### src/design/sdf_rm_pkg.sv
`default_nettype none
package sdf_rm_pkg;

    // Default number of fraction bits of the fixed-point format.
    localparam int FRAC_BITS_DEFAULT = 16;

    // Field widths of the ports.
    localparam int COORD_W = 24;
    localparam int DIR_W   = 18;
    localparam int TRAV_W  = 23;
    localparam int STEP_W  = 8;
    localparam int THR_W   = 16;
    localparam int MAT_W   = 2;
    localparam int CFG_W   = 23;
    localparam int CIDX_W  = 2;

    // Internal working widths: distances, accumulated t, sum of squares.
    localparam int DIST_W = 28;
    localparam int T_W    = 36;
    localparam int SQ_W   = 2 * DIST_W;

    // Saturation value of the accumulated distance.
    localparam logic [TRAV_W-1:0] T_MAX = {TRAV_W{1'b1}};

    // Register indexes of the configuration port.
    localparam logic [CIDX_W-1:0] REG_STEP_LIMIT = 2'd0;
    localparam logic [CIDX_W-1:0] REG_DIST_LIMIT = 2'd1;
    localparam logic [CIDX_W-1:0] REG_SURF_THR   = 2'd2;

endpackage
`default_nettype wire

### src/design/sdf_rm_sqrt.sv
`default_nettype none
module sdf_rm_sqrt #(
    parameter int WIDTH = sdf_rm_pkg::SQ_W
) (
    input  wire logic               i_clk,
    input  wire logic               i_rst_n,
    input  wire logic               i_start,
    input  wire logic [WIDTH-1:0]   i_value,
    output logic                    o_done,
    output logic [WIDTH/2-1:0]      o_root
);
    import sdf_rm_pkg::*;

    localparam int ITER  = WIDTH / 2;
    localparam int CNT_W = (ITER > 1) ? $clog2(ITER) : 1;

    logic [WIDTH-1:0] r_v;
    logic [WIDTH-1:0] r_r;
    logic [WIDTH-1:0] r_b;
    logic [CNT_W-1:0] r_cnt;
    logic             r_busy;
    logic             r_done;

    logic [WIDTH:0]   w_trial;
    logic             w_take;

    // One result bit per cycle: trial subtract of root plus bit.
    assign w_trial = {1'b0, r_r} + {1'b0, r_b};
    assign w_take  = ({1'b0, r_v} >= w_trial);

    always_ff @(posedge i_clk) begin
        if (!i_rst_n) begin
            r_busy <= 1'b0;
            r_done <= 1'b0;
            r_cnt  <= '0;
        end else begin
            r_done <= 1'b0;
            if (i_start) begin
                r_busy <= 1'b1;
                r_cnt  <= '0;
            end else if (r_busy) begin
                if (r_cnt == CNT_W'(ITER - 1)) begin
                    r_busy <= 1'b0;
                    r_done <= 1'b1;
                end
                r_cnt <= r_cnt + 1'b1;
            end
        end
    end

    // Datapath of the digit recurrence.
    always_ff @(posedge i_clk) begin
        if (i_start) begin
            r_v <= i_value;
            r_r <= '0;
            r_b <= {2'b01, {(WIDTH-2){1'b0}}};
        end else if (r_busy) begin
            if (w_take) begin
                r_v <= r_v - w_trial[WIDTH-1:0];
                r_r <= (r_r >> 1) + r_b;
            end else begin
                r_r <= r_r >> 1;
            end
            r_b <= r_b >> 2;
        end
    end

    assign o_done = r_done;
    assign o_root = r_r[WIDTH/2-1:0];

endmodule
`default_nettype wire
### config.mk
export PLATFORM = sky130hd
export DESIGN_NAME = sdf_rm_sqrt
export DESIGN_NICKNAME = d
export VERILOG_FILES = /design/src/design/sdf_rm_pkg.sv /design/src/design/sdf_rm_sqrt.sv
export SDC_FILE = /design/constraint.sdc
export NUM_CORES = 1
export LEC_CHECK = 0
export BUFFER_PORTS_ARGS = -buffer_cell sky130_fd_sc_hd__buf_2
export CORE_AREA = 4 4 167 169
export DETAILED_ROUTE_END_ITERATION = 10
export DIE_AREA = 0 0 171 173
export PLACE_DENSITY = 0.72
export SLEW_MARGIN = 40
export SYNTH_ARGS = -nofsm -noshare
export SYNTH_HDL_FRONTEND = slang
export SYNTH_SLANG_ARGS = --single-unit
export TNS_END_PERCENT = 50
### constraint.sdc
create_clock -name i_clk -period 9.4 [get_ports i_clk]
set_input_delay 1.41 -clock i_clk [delete_from_list [all_inputs] [get_ports i_clk]]
set_output_delay 1.41 -clock i_clk [all_outputs]
set_load 0.02 [all_outputs]
### Word level (Yosys, flattened, before mapping)

Index checks and enable logic that the tools add are counted.

| word-level totals | value |
|---|---|
| bits in registers | 147 |

| operators by class | value |
|---|---|
| reductions and logical operators | 5 |
| equal/unequal tests | 1 |
| mux-type cells | 8 |
| bitwise logic cells | 2 |
| add/sub/neg operators | 4 |
| order comparisons | 1 |

Operators with widths:

| operator | count |
|---|---|
| two-way mux 56 bit | 4 |
| adder 56 x 55 -> 57 bit | 1 |
| greater-or-equal comparator 56 x 57 -> 1 bit | 1 |
| adder 55 x 55 -> 56 bit | 1 |
| subtractor 56 bit | 1 |
| adder 5 x 1 -> 5 bit, second input constant | 1 |
| == test 5 bit, second input constant | 1 |
| two-way mux 1 bit | 4 |
| nonzero test 2 bit | 2 |
| OR reduction 3 bit | 1 |
| inverter 1 bit | 2 |
| AND reduction 2 bit | 1 |
| OR reduction 2 bit | 1 |

### Logic depth before layout (Yosys ltp)

| depth | value |
|---|---|
| depth in word-level cells | 5 |
| gate-level depth with buffers | 25 |
| gate-level depth less buffers | 23 |

### Least setup slack after synthesis

OpenSTA, ideal clock, no wires.

| path | value |
|---|---|
| path type | flip-flop to flip-flop |
| start | reg r_r[2] |
| end | reg r_v[0], enable pin |
| stages on the path, launching flop included | 24 |
| buffers on the path | 3 |
| path slack | -0.089 ns |
| clock period less this slack | 9.489 ns |
| arrival time | 8.942 ns |
| cells stage by stage | dfxtp_1 > ha_1 > a311o_1 > a41oi_1 > o21ai_0 > a221o_1 > a21boi_1 > o21ai_0 > a31o_2 > a21boi_0 > o21ai_0 > xnor2_1 > ha_1 > clkbuf_1 > a21o_1 > a21oi_1 > o31a_1 > o211a_1 > o21ai_0 > o21ba_1 > or2_1 > buf_2 > buf_2 > o21ai_0 |

| between the ends | value |
|---|---|
| word-level cells in the longest chain between the ends | 4 |

Ends and longest elaborated chain:

| element | line | RTL |
|---|---|---|
| from (decl) | sdf_rm_sqrt.sv:18 | `logic [WIDTH-1:0] r_r;` |
| from (signal assigned) | sdf_rm_sqrt.sv:60 | `r_r <= (r_r >> 1) + r_b;` |
| from (signal assigned) | sdf_rm_sqrt.sv:62 | `r_r <= r_r >> 1;` |
| adder 56 x 55 -> 57 bit | sdf_rm_sqrt.sv:28 | `assign w_trial = {1'b0, r_r} + {1'b0, r_b};` |
| greater-or-equal comparator 56 x 57 -> 1 bit | sdf_rm_sqrt.sv:29 | `assign w_take = ({1'b0, r_v} >= w_trial);` |
| nonzero test 2 bit (no source line) | -- |  |
| AND reduction 2 bit (no source line) | -- |  |
| to (signal assigned) | sdf_rm_sqrt.sv:54 | `r_v <= i_value;` |
| to (signal assigned) | sdf_rm_sqrt.sv:59 | `r_v <= r_v - w_trial[WIDTH-1:0];` |
| to (decl) | sdf_rm_sqrt.sv:17 | `logic [WIDTH-1:0] r_v;` |

Every way passes these cells.
A chain may end at the register's enable or synchronous reset.

### Final worst setup path

| path | value |
|---|---|
| start | reg r_r[2] |
| end | reg r_r[14] |

| between the ends | value |
|---|---|
| word-level cells in the longest chain between the ends | 3 |
| elaborated cells between the ends (all ways) | 4 |

Ends and longest elaborated chain:

| element | line | RTL |
|---|---|---|
| adder 56 x 55 -> 57 bit | sdf_rm_sqrt.sv:28 |  |
| greater-or-equal comparator 56 x 57 -> 1 bit | sdf_rm_sqrt.sv:29 |  |
| two-way mux 56 bit (*) | sdf_rm_sqrt.sv:58 | `if (w_take) begin` |

Every way passes the cells marked *; elsewhere a longest branch is shown, timed or not.

==> flow_metrics.env <==
export IMPL_crit_chain="ha_1 > a311o_1 > a41oi_1 > o21ai_0 > a221o_1 > a31oi_1 > o21bai_1 > a31oi_1 > o21ai_0 > xnor2_1 > ha_1 > nand4_1 > o211ai_1 > nor2_1 > a21oi_1 > a221o_1 > a31oi_4 > o21ba_1 > buf_4 > or2_1 > buf_4 > o21ai_0 > a221oi_1"
export IMPL_slew_limit_headroom_pct=45.6
export IMPL_period_share_pct=75.2
export IMPL_status="finished, final reports clean"
export IMPL_slowest_delay_ps=570
export IMPL_cts_buffers=17
export IMPL_ys_seq_area_share_pct=26.5
export IMPL_n_antenna_cell=0
export IMPL_hold_class="reg2reg"
export IMPL_postCtsHoldBufs=0
export IMPL_track_usage_pct=25.0
export IMPL_path_delay_family="compound AO/OA/AOI/OAI gates"
export IMPL_cts_resized=0
export IMPL_pre_cts_ws_ps=2310
export IMPL_initial_utilization_pct=49.8
export IMPL_worst_pin_slew_ps=813
export IMPL_grt_max_degree=97
export IMPL_grt_pass1_wl_um=60700
export IMPL_criticalPathCategory="reg2reg"
export IMPL_crit_top_cell="o21ai_0"
export IMPL_vdd_ir_drop_max_v=0.000129
export IMPL_io_buffers=87
export IMPL_synth_top_area_share_pct=13.8
export IMPL_yosys_cell_count_top_type="nor2_1"
export IMPL_drc=0
export IMPL_root_buffer="clkbuf_16"
export IMPL_clock_sinks=147
export IMPL_synth_largest_area_cell="dfxtp_1"
export IMPL_p_leak_uw=0.00556
export IMPL_fill_cells=2565
export IMPL_finalHoldViolations=0
export IMPL_ys_top_cells_by_area="dfxtp_1 14%, edfxtp_1 13%, ha_1 11%"
export IMPL_synth_top_flop_cell="dfxtp_1"
export IMPL_worstSetupStartpointType="register"
export IMPL_yosys_warnings=0
export IMPL_first_pass_iters=5
export IMPL_drv_cap=0
export IMPL_wl_um=37900
export IMPL_htree_levels=4
export IMPL_drt_iter0_drc=1180
export IMPL_rsz0062_at_grt="false"
export IMPL_yosys_top_cells_count="162 x nor2_1, 154 x nand2_1, 128 x o21ai_0"
export IMPL_cp_num_buf_inv=2
export IMPL_cts_tree="done"
export IMPL_ys_seq_elements=147
export IMPL_clkTransAtPathRegs_ps=70
export IMPL_grt_ovfl_total=0
export IMPL_crit_fanout=33
export IMPL_synth_area_per_cell_um2=8.03
export IMPL_fin_crit_ps=7070
export IMPL_worstPathRequired_ps=9750
export IMPL_vias=12500
export IMPL_cts_buffer_depth=2
export IMPL_async_flop_share_pct=0
export IMPL_place_congestion=0.923
export IMPL_maxSlewViolCount=0
export IMPL_setup_tns_ps=0
export IMPL_antenna_found_initial=0
export IMPL_fmax_mhz=142
export IMPL_die_y_um=173
export IMPL_rows=60
export IMPL_synth_edf_count=56
export IMPL_postCtsSetupBuffers=0
export IMPL_end_kind="register"
export IMPL_syn_num_nets=1823
export IMPL_cp_arrival_ps=7410
export IMPL_cpMaxStageDelayCell="or2_1"
export IMPL_syn_cell_area_um2=13200
export IMPL_power_density_nw_per_um2=265
export IMPL_core_um2=26600
export IMPL_grt_pass1_vias=11700
export IMPL_die_area_um2=29600
export IMPL_syn_inst=1648
export IMPL_drive_gt1_share_pct=9.43
export IMPL_ios=88
export IMPL_routed_via_density=6.21
export IMPL_place_hpwl_um=28000
export IMPL_fin_ws_ps=2330
export IMPL_die_w_um=171
export IMPL_synth_cell_types=73
export IMPL_postRouteAntennaNets=0
export IMPL_layout_nets=1827
export IMPL_clock_latency_ps=450
export IMPL_avgRoutedWirePerCell_um=18.9
export IMPL_area_delta_synth_final_pct=7.73
export IMPL_skew_ps=12.8
export IMPL_setup_viol=0
-- worst min-delay path, cell delays in order, from the launching register on --
cell and delay [ps]:
dfxtp_1 330, nor2_1 90, a311oi_1 50
-- sequential cells by signal (all words and copies together), names as in the netlist --
register  cells
r_cnt         5
r_b          28
o_done        1
r_r          56
r_busy        1
r_v          56
-- layer usage --
layer / track usage [%] / wire, um / vias up
li1: - / - / 6083
met5: 0 / 0 / -
met2: 37.4 / 16400 / 464
met3: 4.05 / 2740 / 65
met4: 8.88 / 1140 / 0
met1: 36.3 / 17600 / 5838
-- cells in the final DEF (no fill, tap or decap), types with 10 or more instances in the layout --
cell type,n
a211oi_1,40
a21o_1,36
a21oi_1,111
a31oi_1,54
and3_1,19
buf_2,86
clkbuf_16,17
dfxtp_1,90
edfxtp_1,56
ha_1,115
inv_1,41
mux2i_1,41
nand2_1,154
nand2b_1,11
nand3_1,29
nand4_1,43
nor2_1,161
nor2b_1,23
nor3_1,35
nor3b_1,10
o21a_1,12
o21ai_0,127
o21bai_1,23
o31ai_1,15
or3_1,12
xnor2_1,77
xor2_1,64
-- per-stage QoR --
step	total power (uW)	hold slack, ps	instances	area (um^2)	util, %
floorplan	2530	478	1648	13200	-
detailed placement	3020	506	1974	13600	51.3
CTS	3750	524	2006	14200	53.6
global route	4040	541	2006	14200	53.6
global placement	3000	497	1974	13600	51.3
finish	3780	515	2006	14200	53.6
-- report_power, final --
group | total (uW) | leakage [uW] | switching [uW] | internal [uW]
sequential | 977 | 0.00131 | 124 | 853
clock | 718 | 0.000287 | 317 | 400
combinational | 2090 | 0.00397 | 1280 | 804
-- layout make-up --
type	instances	area (um^2)	area share, %
Multi-Input combinational cell	1349	9040	63.5
Sequential cell	147	3510	24.6
Timing Repair Buffer	96	520	3.65
Clock buffer	18	429	3.01
Tap cell	341	427	2.99
Clock inverter	14	170	1.19
Inverter	41	154	1.08
-- cells by family (layout without fill, tap and decap cells) --
family | count (synthesis) | count (layout) | synth area share (%)
xor gates and xnor gates | 141 | 141 | 9.34
muxes | 49 | 49 | 3.78
buffers and inverters | 152 | 169 | 5.30
and+or+nand+nor | 537 | 537 | 19.3
AOI/OAI and AO/OA | 506 | 506 | 24.8
DFF | 147 | 147 | 26.5
adders and majority gates | 116 | 116 | 11.0
-- path summary, 6_finish.rpt --
path / start / endpoint / slack, ps / cells after the start
setup / recovery: r_r[2]$_SDFFE_PP0P_ / r_r[14]$_SDFFE_PP0P_ / 2330 / 23
hold / removal: r_r[0]$_SDFFE_PP0P_ / r_r[0]$_SDFFE_PP0P_ / 520 / 2
setup reg to reg: r_r[2]$_SDFFE_PP0P_ / r_r[14]$_SDFFE_PP0P_ / 2330 / 23
hold reg to reg: r_r[0]$_SDFFE_PP0P_ / r_r[0]$_SDFFE_PP0P_ / 520 / 2
Note: power is estimated with default switching activity, not from simulation.
